<file path="src/hw/rtl/sast_pkg.sv">
package sast_pkg;
  localparam int SLOTS = 16;
  localparam int SLOT_W = $clog2(SLOTS);
  localparam int SAMPLE_DEPTH = 4096;
  localparam int CNT_W = $clog2(SAMPLE_DEPTH) + 1;
  localparam int IDX_W = $clog2(SAMPLE_DEPTH);
  localparam int CFG_W = 17;
  localparam int CFG_IDX_W = 2;

  localparam logic [CFG_W-1:0] EXPIRY_RST = CFG_W'(300);
  localparam logic [CFG_W-1:0] SPAN_RST = CFG_W'(3600);

  typedef enum logic [1:0] {
    OP_CHECK = 2'd0,
    OP_OBS = 2'd1,
    OP_RELEASE = 2'd2,
    OP_NOP = 2'd3
  } opcode_t;

  typedef enum logic [2:0] {
    ST_APPENDED = 3'd0,
    ST_NEW = 3'd1,
    ST_EVICTED = 3'd2,
    ST_MASKED = 3'd3,
    ST_FULL = 3'd4,
    ST_CHECKED = 3'd5,
    ST_RELEASED = 3'd6,
    ST_NONE = 3'd7
  } status_t;

  typedef enum logic [1:0] {
    CFG_EXPIRY = 2'd0,
    CFG_SPAN = 2'd1,
    CFG_MASK = 2'd2
  } cfg_idx_t;

  typedef enum logic [1:0] {
    S_IDLE,
    S_SCAN,
    S_APPLY,
    S_OUT
  } fsm_t;

  typedef struct packed {
    logic [1:0] opcode;
    logic [31:0] time_sec;
    logic [7:0] sat_number;
    logic in_mask;
    logic [31:0] elevation_bits;
    logic [31:0] azimuth_bits;
    logic [31:0] strength_bits;
  } in_item_t;

  typedef struct packed {
    logic [2:0] status;
    logic [3:0] slot;
    logic [11:0] sample_index;
    logic [7:0] other_prn;
    logic [12:0] arc_length;
    logic [31:0] arc_start_time;
    logic [31:0] sample_time;
    logic [31:0] elevation_out;
    logic [31:0] azimuth_out;
    logic [31:0] strength_out;
  } out_item_t;

  // one slot as the scan unit sees it
  typedef struct packed {
    logic used;
    logic fin;
    logic [7:0] prn;
    logic [CNT_W-1:0] count;
    logic [31:0] first_time;
    logic [31:0] last_time;
  } slot_view_t;

  // scan verdict for one slot
  typedef struct packed {
    logic expire;
    logic open_hit;
    logic older;
  } scan_res_t;
endpackage

</file>
<file path="src/hw/rtl/sast_if.sv">
interface sast_in_if;
  logic valid;
  logic ready;
  sast_pkg::in_item_t data;
  modport source(output valid, output data, input ready);
  modport sink(input valid, input data, output ready);
endinterface

interface sast_out_if;
  logic valid;
  logic ready;
  sast_pkg::out_item_t data;
  modport source(output valid, output data, input ready);
  modport sink(input valid, input data, output ready);
endinterface

</file>
<file path="src/hw/rtl/sast_scan_unit.sv">
// shared compare unit: judges one slot per cycle
module sast_scan_unit (
  input  sast_pkg::slot_view_t  sv,
  input  logic [31:0]           now,
  input  logic [7:0]            prn,
  input  logic [31:0]           best,
  input  logic [16:0]           expiry,
  input  logic [16:0]           span_max,
  output sast_pkg::scan_res_t   res
);
  import sast_pkg::*;
  logic signed [32:0] gap;
  logic signed [32:0] span;
  logic gap_big;
  logic span_big;

  always_comb begin
    gap = $signed({1'b0, now}) - $signed({1'b0, sv.last_time});
    span = $signed({1'b0, sv.last_time}) - $signed({1'b0, sv.first_time});
    gap_big = (sv.count != '0) && (gap > $signed({16'd0, expiry}));
    span_big = (sv.count > CNT_W'(1)) && (span > $signed({16'd0, span_max}));
    res.expire = sv.used && (gap_big || span_big);
    res.open_hit = sv.used && !sv.fin && (sv.prn == prn);
    res.older = sv.last_time < best;
  end
endmodule

</file>
<file path="src/hw/rtl/satellite_arc_slot_table_unit.sv">
// channel | dir | handshake     | payload
// in_     | in  | valid/ready   | opcode, time_sec, sat_number, in_mask, sample words
// out_    | out | valid/ready   | status, slot, index, prn, length, times, sample words
// cfg_    | in  | write enable  | expiry_limit, max_arc_span, mask_enable
// each item runs a one-slot-per-cycle scan through the
// shared compare unit, then an update step, then the result register
// in_ready is low from the transfer until the result has been taken
// rst_n clears slot flags, prns, counts, state and config registers; slot times are unset until written
module satellite_arc_slot_table_unit (
  input  logic                        clk,
  input  logic                        rst_n,
  sast_in_if.sink                     in_ch,
  sast_out_if.source                  out_ch,
  input  logic                        cfg_we,
  input  logic [sast_pkg::CFG_IDX_W-1:0] cfg_index,
  input  logic [sast_pkg::CFG_W-1:0]  cfg_data
);
  import sast_pkg::*;

  fsm_t state_r, state_nxt;
  logic [CFG_W-1:0] expiry_r, span_r;
  logic mask_en_r;

  logic [SLOTS-1:0] used_r, fin_r;
  logic [7:0] prn_r [SLOTS];
  logic [CNT_W-1:0] cnt_r [SLOTS];
  logic [31:0] first_r [SLOTS];
  logic [31:0] last_r [SLOTS];

  in_item_t item_r;
  out_item_t res_r, res_nxt;
  logic [SLOT_W-1:0] idx_r;
  // scan results
  logic [SLOTS-1:0] expire_r;
  logic hit_r, free_r, zero_r, any_r;
  logic [SLOT_W-1:0] hit_idx_r, free_idx_r, pick_r;
  logic [31:0] best_r;
  logic [SLOTS-1:0] relv;

  slot_view_t sv;
  scan_res_t sr;

  assign sv = '{used: used_r[idx_r], fin: fin_r[idx_r], prn: prn_r[idx_r],
                count: cnt_r[idx_r], first_time: first_r[idx_r],
                last_time: last_r[idx_r]};

  sast_scan_unit u_scan (
    .sv(sv), .now(item_r.time_sec), .prn(item_r.sat_number), .best(best_r),
    .expiry(expiry_r), .span_max(span_r), .res(sr)
  );

  assign in_ch.ready = (state_r == S_IDLE);
  assign out_ch.valid = (state_r == S_OUT);
  assign out_ch.data = res_r;
  assign relv = used_r & fin_r;

  always_comb begin
    state_nxt = state_r;
    unique case (state_r)
      S_IDLE: if (in_ch.valid) state_nxt = S_SCAN;
      S_SCAN: if (idx_r == SLOT_W'(SLOTS - 1)) state_nxt = S_APPLY;
      S_APPLY: state_nxt = S_OUT;
      S_OUT: if (out_ch.ready) state_nxt = S_IDLE;
      default: state_nxt = S_IDLE;
    endcase
  end

  always_ff @(posedge clk) begin
    if (!rst_n) begin
      state_r <= S_IDLE;
    end else begin
      state_r <= state_nxt;
    end
  end

  always_ff @(posedge clk) begin
    if (!rst_n) begin
      expiry_r <= EXPIRY_RST;
      span_r <= SPAN_RST;
      mask_en_r <= 1'b0;
    end else if (cfg_we) begin
      unique case (cfg_index)
        CFG_EXPIRY: expiry_r <= cfg_data;
        CFG_SPAN: span_r <= cfg_data;
        CFG_MASK: mask_en_r <= cfg_data[0];
        default: ;
      endcase
    end
  end

  // scan bookkeeping, one slot per cycle
  always_ff @(posedge clk) begin
    if (state_r == S_IDLE && in_ch.valid) begin
      item_r <= in_ch.data;
      idx_r <= '0;
      expire_r <= '0;
      hit_r <= 1'b0;
      free_r <= 1'b0;
      zero_r <= 1'b0;
      any_r <= 1'b0;
      pick_r <= '0;
      best_r <= '0;
      hit_idx_r <= '0;
      free_idx_r <= '0;
    end else if (state_r == S_SCAN) begin
      idx_r <= idx_r + SLOT_W'(1);
      expire_r[idx_r] <= sr.expire;
      if (sr.open_hit && !hit_r) begin
        hit_r <= 1'b1;
        hit_idx_r <= idx_r;
      end
      if (!free_r) begin
        if (!sv.used) begin
          free_r <= 1'b1;
          free_idx_r <= idx_r;
        end else if (sv.count == '0) begin
          pick_r <= idx_r;
          zero_r <= 1'b1;
        end else if (!zero_r && (!any_r || sr.older)) begin
          pick_r <= idx_r;
          best_r <= sv.last_time;
          any_r <= 1'b1;
        end
      end
    end
  end

  // update of slot state and result
  logic [SLOT_W-1:0] tgt;
  logic [SLOT_W-1:0] rel_idx;
  logic rel_any;
  logic [CNT_W-1:0] closed;
  logic do_append, do_new, do_mask_fin, do_release, do_check;

  always_comb begin
    res_nxt = '0;
    tgt = hit_idx_r;
    rel_idx = '0;
    rel_any = 1'b0;
    closed = '0;
    do_append = 1'b0;
    do_new = 1'b0;
    do_mask_fin = 1'b0;
    do_release = 1'b0;
    do_check = 1'b0;
    for (int i = SLOTS - 1; i >= 0; i--) begin
      if (relv[i]) begin
        rel_any = 1'b1;
        rel_idx = SLOT_W'(i);
      end
    end
    for (int i = 0; i < SLOTS; i++) begin
      closed = closed + CNT_W'(expire_r[i] && !fin_r[i]);
    end
    unique case (opcode_t'(item_r.opcode))
      OP_CHECK: begin
        do_check = 1'b1;
        res_nxt.status = ST_CHECKED;
        res_nxt.arc_length = 13'(closed);
      end
      OP_OBS: begin
        if (mask_en_r && !item_r.in_mask) begin
          do_mask_fin = hit_r;
          res_nxt.status = ST_MASKED;
          res_nxt.slot = hit_r ? 4'(hit_idx_r) : 4'd0;
        end else if (hit_r && cnt_r[hit_idx_r] >= CNT_W'(SAMPLE_DEPTH)) begin
          res_nxt.status = ST_FULL;
          res_nxt.slot = 4'(hit_idx_r);
        end else begin
          do_append = 1'b1;
          if (!hit_r) begin
            do_new = 1'b1;
            tgt = free_r ? free_idx_r : pick_r;
            res_nxt.status = free_r ? ST_NEW : ST_EVICTED;
            res_nxt.other_prn = free_r ? 8'd0 : prn_r[tgt];
            res_nxt.sample_index = '0;
          end else begin
            res_nxt.status = ST_APPENDED;
            res_nxt.sample_index = 12'(cnt_r[tgt]);
          end
          res_nxt.slot = 4'(tgt);
          res_nxt.sample_time = item_r.time_sec;
          res_nxt.elevation_out = item_r.elevation_bits;
          res_nxt.azimuth_out = item_r.azimuth_bits;
          res_nxt.strength_out = item_r.strength_bits;
        end
      end
      OP_RELEASE: begin
        res_nxt.status = ST_NONE;
        if (rel_any) begin
          do_release = 1'b1;
          res_nxt.status = ST_RELEASED;
          res_nxt.slot = 4'(rel_idx);
          res_nxt.other_prn = prn_r[rel_idx];
          res_nxt.arc_length = 13'(cnt_r[rel_idx]);
          res_nxt.arc_start_time = (cnt_r[rel_idx] != '0) ? first_r[rel_idx] : 32'd0;
        end
      end
      default: res_nxt.status = ST_CHECKED;
    endcase
  end

  always_ff @(posedge clk) begin
    if (state_r == S_APPLY) res_r <= res_nxt;
  end

  always_ff @(posedge clk) begin
    if (!rst_n) begin
      used_r <= '0;
      fin_r <= '0;
      for (int i = 0; i < SLOTS; i++) begin
        prn_r[i] <= '0;
        cnt_r[i] <= '0;
      end
    end else if (state_r == S_APPLY) begin
      if (do_check) fin_r <= fin_r | expire_r;
      if (do_mask_fin) fin_r[hit_idx_r] <= 1'b1;
      if (do_release) begin
        used_r[rel_idx] <= 1'b0;
        fin_r[rel_idx] <= 1'b0;
        prn_r[rel_idx] <= '0;
        cnt_r[rel_idx] <= '0;
      end
      if (do_append) begin
        if (do_new) begin
          used_r[tgt] <= 1'b1;
          fin_r[tgt] <= 1'b0;
          prn_r[tgt] <= item_r.sat_number;
          cnt_r[tgt] <= CNT_W'(1);
        end else begin
          cnt_r[tgt] <= cnt_r[tgt] + CNT_W'(1);
        end
      end
    end
  end

  always_ff @(posedge clk) begin
    if (state_r == S_APPLY && do_append) begin
      if (do_new || cnt_r[tgt] == '0) first_r[tgt] <= item_r.time_sec;
      last_r[tgt] <= item_r.time_sec;
    end
  end
endmodule

</file>
<file path="src/flat_wrapper.sv">
// flat-port wrapper written by rule: the top's interface ports become plain ports
module satellite_arc_slot_table_unit_flat import sast_pkg::*;
  (clk, rst_n, cfg_we, cfg_index, cfg_data, in_ch_valid, in_ch_data, in_ch_ready, out_ch_valid, out_ch_data, out_ch_ready);
  sast_in_if in_ch_i ();
  sast_out_if out_ch_i ();
  input  logic clk;
  input  logic rst_n;
  input  logic cfg_we;
  input  logic [sast_pkg::CFG_IDX_W-1:0] cfg_index;
  input  logic [sast_pkg::CFG_W-1:0] cfg_data;
  input wire logic [$bits(in_ch_i.valid)-1:0] in_ch_valid;
  input wire logic [$bits(in_ch_i.data)-1:0] in_ch_data;
  output wire logic [$bits(in_ch_i.ready)-1:0] in_ch_ready;
  output wire logic [$bits(out_ch_i.valid)-1:0] out_ch_valid;
  output wire logic [$bits(out_ch_i.data)-1:0] out_ch_data;
  input wire logic [$bits(out_ch_i.ready)-1:0] out_ch_ready;
  assign in_ch_i.valid = in_ch_valid;
  assign in_ch_i.data = in_ch_data;
  assign in_ch_ready = in_ch_i.ready;
  assign out_ch_valid = out_ch_i.valid;
  assign out_ch_data = out_ch_i.data;
  assign out_ch_i.ready = out_ch_ready;
  satellite_arc_slot_table_unit u_core (.clk(clk), .rst_n(rst_n), .in_ch(in_ch_i), .out_ch(out_ch_i), .cfg_we(cfg_we), .cfg_index(cfg_index), .cfg_data(cfg_data));
endmodule
</file>
<file path="config.mk">
export PLATFORM = sky130hd
export DESIGN_NAME = satellite_arc_slot_table_unit_flat
export DESIGN_NICKNAME = d
export VERILOG_FILES = /design/src/hw/rtl/sast_pkg.sv /design/src/hw/rtl/sast_if.sv /design/src/hw/rtl/sast_scan_unit.sv /design/src/hw/rtl/satellite_arc_slot_table_unit.sv /design/src/flat_wrapper.sv
export SDC_FILE = /design/constraint.sdc
export NUM_CORES = 2
export LEC_CHECK = 0
export BUFFER_PORTS_ARGS = -buffer_cell sky130_fd_sc_hd__buf_2
export CORE_ASPECT_RATIO = 1.1
export CORE_MARGIN = 2
export CORE_UTILIZATION = 60
export CTS_CLUSTER_SIZE = 12
export DETAILED_ROUTE_END_ITERATION = 6
export GPL_TIMING_DRIVEN = 0
export PLACE_DENSITY = 0.87
export SLEW_MARGIN = 20
export SYNTH_ARGS = -nofsm -noshare
export SYNTH_HDL_FRONTEND = slang
export SYNTH_SLANG_ARGS = --single-unit
</file>
<file path="constraint.sdc">
create_clock -name clk -period 19.65 [get_ports clk]
set_clock_uncertainty 0.2 [all_clocks]
set_input_delay 0.9825 -clock clk [delete_from_list [all_inputs] [get_ports clk]]
set_output_delay 0.9825 -clock clk [all_outputs]
set_load 0.01 [all_outputs]
</file>
==> flow_summary.yaml <==
pwr:
  total_power_mw: 12.1
  peakVddDrop_uv: 87.4
  leakagePower_nw: 33.0
  power_density_mw_per_mm2: 122
critical_path:
  critical_path.top_delay_family: "buffers and inverters"
  arrival_ns: 12.84
  worst_setup_path_end_kind: "flop"
  crit_buf_inv: 10
  required_ns: 20.13
  path_common_cell: "buf_2"
  critPathMaxFanout: 11
  worstSetupPathType: "flop to flop"
  worst_setup_path_start_kind: "flop"
  slowest_stage: "clkbuf_1"
  critical-path-max-stage-delay_ns: 0.98
cells_and_area:
  final_core_util: 0.688
  drive_above_1_share: 0.231
  seq_area_sq_mm: 0.0539
  layout.cells.non_filler: 8513
  area_growth_pct: 13.8
  multiInputGateArea_sq_mm: 0.0314
  nets: 6785
  nFillCells: 9126
clock_tree:
  path_clk_slew_ns: 0.06
  cts-root-buf: "clkbuf_16"
  cts_resized: 0
  htree_levels: 4
  cts_sinks: 1844
  postCtsHoldBufs: 0
  cts_buffers: 184
  cts_tree: "done"
  postCtsSetupRepairBufs: 0
  clock_path_buffers: 3
  clock_latency_ns: 0.89
global_routing:
  grt_max_degree: 58
  grt_overflow: 0
  antenna_found_initial: 25
  gr-usage-all-layers: 0.430
  grt_pass1_vias: 62326
  grt_pass1_wl_um: 448000
logic_synthesis:
  synth_warnings: 0
  syn_nets: 6145
  synth_edf_count: 1699
  yosysSeqAreaShare: 0.619
  postSynthCellCount: 5821
  ys_ff_latch: 1844
  synth-async-reset-ratio: 0
  synth_area_per_cell_sq_um: 15.0
  ys_types: 84
  ys.flop_type: "edfxtp_1"
  syn_area_sq_mm: 0.0872
place:
  place_congestion: 1.04
  port_buffers: 363
  dp_hpwl_um: 215000
  dp.cells: 8175
sta:
  rsz0062_at_grt: "no"
  hold_violations: 0
  setup_viol: 0
  fin_crit_ns: 12.36
  final-max-slew-violation-count: 0
  tightest_slew_ns: 1.36
  fin_crit_sh: 0.629
  tns_ns: 0
  slew_headroom: 0.0920
  max_freq_mhz: 80.9
worst_hold_path:
  min_path_type: "input port to flop"
  hold_start: "in_ch_data[122]"
routing:
  drc: 26
  wl_per_cell_um: 37.8
  drt-initial-drc-count: 13137
  via_per_inst: 7.52
  vias: 64027
  drtPass1Iterations: 7
  routed_wl_um: 321000
  postRouteAntennaNets: 0
die:
  dieHeight_um: 404
  rows: 146
  dieArea_sq_mm: 0.148
  ios: 365
  start_util: 0.605
  die_width_um: 367
  core_area_sq_mm: 0.144
run:
  max_cap_violations: 0
run_status:
  violations: "DRC"
  outcome: "finished, violations left"
path summary, 6_finish.rpt:
check | to | slack (ns) | depth (start not counted)
worst max-delay path | u_core.expire_r[12] | 7.29 | 30
worst min-delay path | u_core.item_r[122] | 0.06 | 1
worst max register to register | u_core.expire_r[12] | 7.29 | 30
worst min register to register | u_core.expiry_r[14] | 0.27 | 2
registers in the layout, indices dropped and copies added (netlist names), 2 cells and up, named ones only:
name,flops
u_core.first_r,512
u_core.free_idx_r,4
u_core.used_r,16
u_core.idx_r,4
u_core.fin_r,16
u_core.cnt_r,208
u_core.best_r,32
u_core.out_ch.data,200
u_core.item_r,139
u_core.last_r,512
u_core.expire_r,16
u_core.prn_r,128
u_core.expiry_r,17
u_core.pick_r,4
u_core.span_r,17
u_core.hit_idx_r,4
u_core.state_r,2
routing by layer:
layer / vias up / share of wire / track usage
met2: 7012 / 0.44 / 0.640
met5: - / 0.00099 / 0
met3: 1900 / 0.17 / 0.170
li1: 24095 / - / -
met4: 25 / 0.087 / 0.295
met1: 30995 / 0.30 / 0.518
kinds of logic after synthesis:
group	after synthesis	share of synthesized area
compound gates	742	0.0572
fa+ha+maj	161	0.0241
mux	714	0.176
flops	1844	0.619
buf+inv	529	0.0244
xor+xnor	68	0.00683
simple gates	1763	0.0928
stage by stage:
step | hold slack, ns | instance area (sq um) | setup slack (ns)
after floorplan | 0.239 | 87200 | 9.40
after global placement | 0.251 | 91400 | 2.13
after detailed placement | 0.259 | 93100 | 8.04
after CTS | 0.0446 | 98700 | 7.95
after global routing | 0.0626 | 99200 | 7.32
final | 0.0645 | 99200 | 7.29
Yosys cell counts (18+ instances only):
master | number | area [sq um]
nor2b_1 | 39 | 244
xnor2_1 | 44 | 385
a31oi_1 | 32 | 200
mux2i_1 | 55 | 551
buf_1 | 54 | 203
a311oi_1 | 39 | 342
a21boi_0 | 37 | 278
inv_1 | 178 | 668
a21o_1 | 37 | 278
nor4_1 | 52 | 325
and3_1 | 55 | 344
mux4_2 | 651 | 14700
nand2b_1 | 20 | 125
and2_1 | 148 | 926
clkbuf_1 | 230 | 863
a22oi_1 | 127 | 953
nor3_1 | 58 | 290
dfxtp_1 | 145 | 2900
nor2_1 | 526 | 1970
nand2_1 | 609 | 2290
nand4_1 | 34 | 213
o21ai_0 | 93 | 465
a21oi_1 | 188 | 941
o211ai_1 | 34 | 255
o21a_1 | 19 | 143
a221oi_1 | 18 | 158
ha_1 | 149 | 1860
edfxtp_1 | 1699 | 51000
a211oi_1 | 19 | 143
buf_2 | 54 | 270
nand3_1 | 161 | 806
xor2_1 | 24 | 210
area by class of cell:
| cell class | instances | share of cell area |
|---|---|---|
| antenna | 15 | 0.000378 |
| buffer | 348 | 0.0152 |
| clock buffer | 251 | 0.0498 |
| clock inverter | 48 | 0.00645 |
| inverter | 181 | 0.00685 |
| multi-input combinational | 3448 | 0.317 |
| sequential | 1844 | 0.544 |
| tap | 1924 | 0.0243 |
| timing repair buffer | 454 | 0.0369 |
power breakdown:
part | switching (mW) | leakage (nW) | internal (mW) | total [mW]
combinational | 2.44 | 13.3 | 1.49 | 3.93
clock | 1.56 | 2.69 | 1.83 | 3.38
sequential | 0.162 | 17.0 | 4.67 | 4.83
cells in the final DEF (no fill, tap or decap), drive strengths merged, types with 39 or more instances in the layout:
master,n
a21oi,188
a22oi,127
a311oi,39
and2,150
and3,55
buf,555
clkbuf,498
dfxtp,145
edfxtp,1699
ha,149
inv,185
mux2i,55
mux4,653
nand2,610
nand3,163
nor2,526
nor2b,39
nor3,59
nor4,55
o21ai,103
xnor2,44
Note: power is estimated with default switching activity, not from simulation.
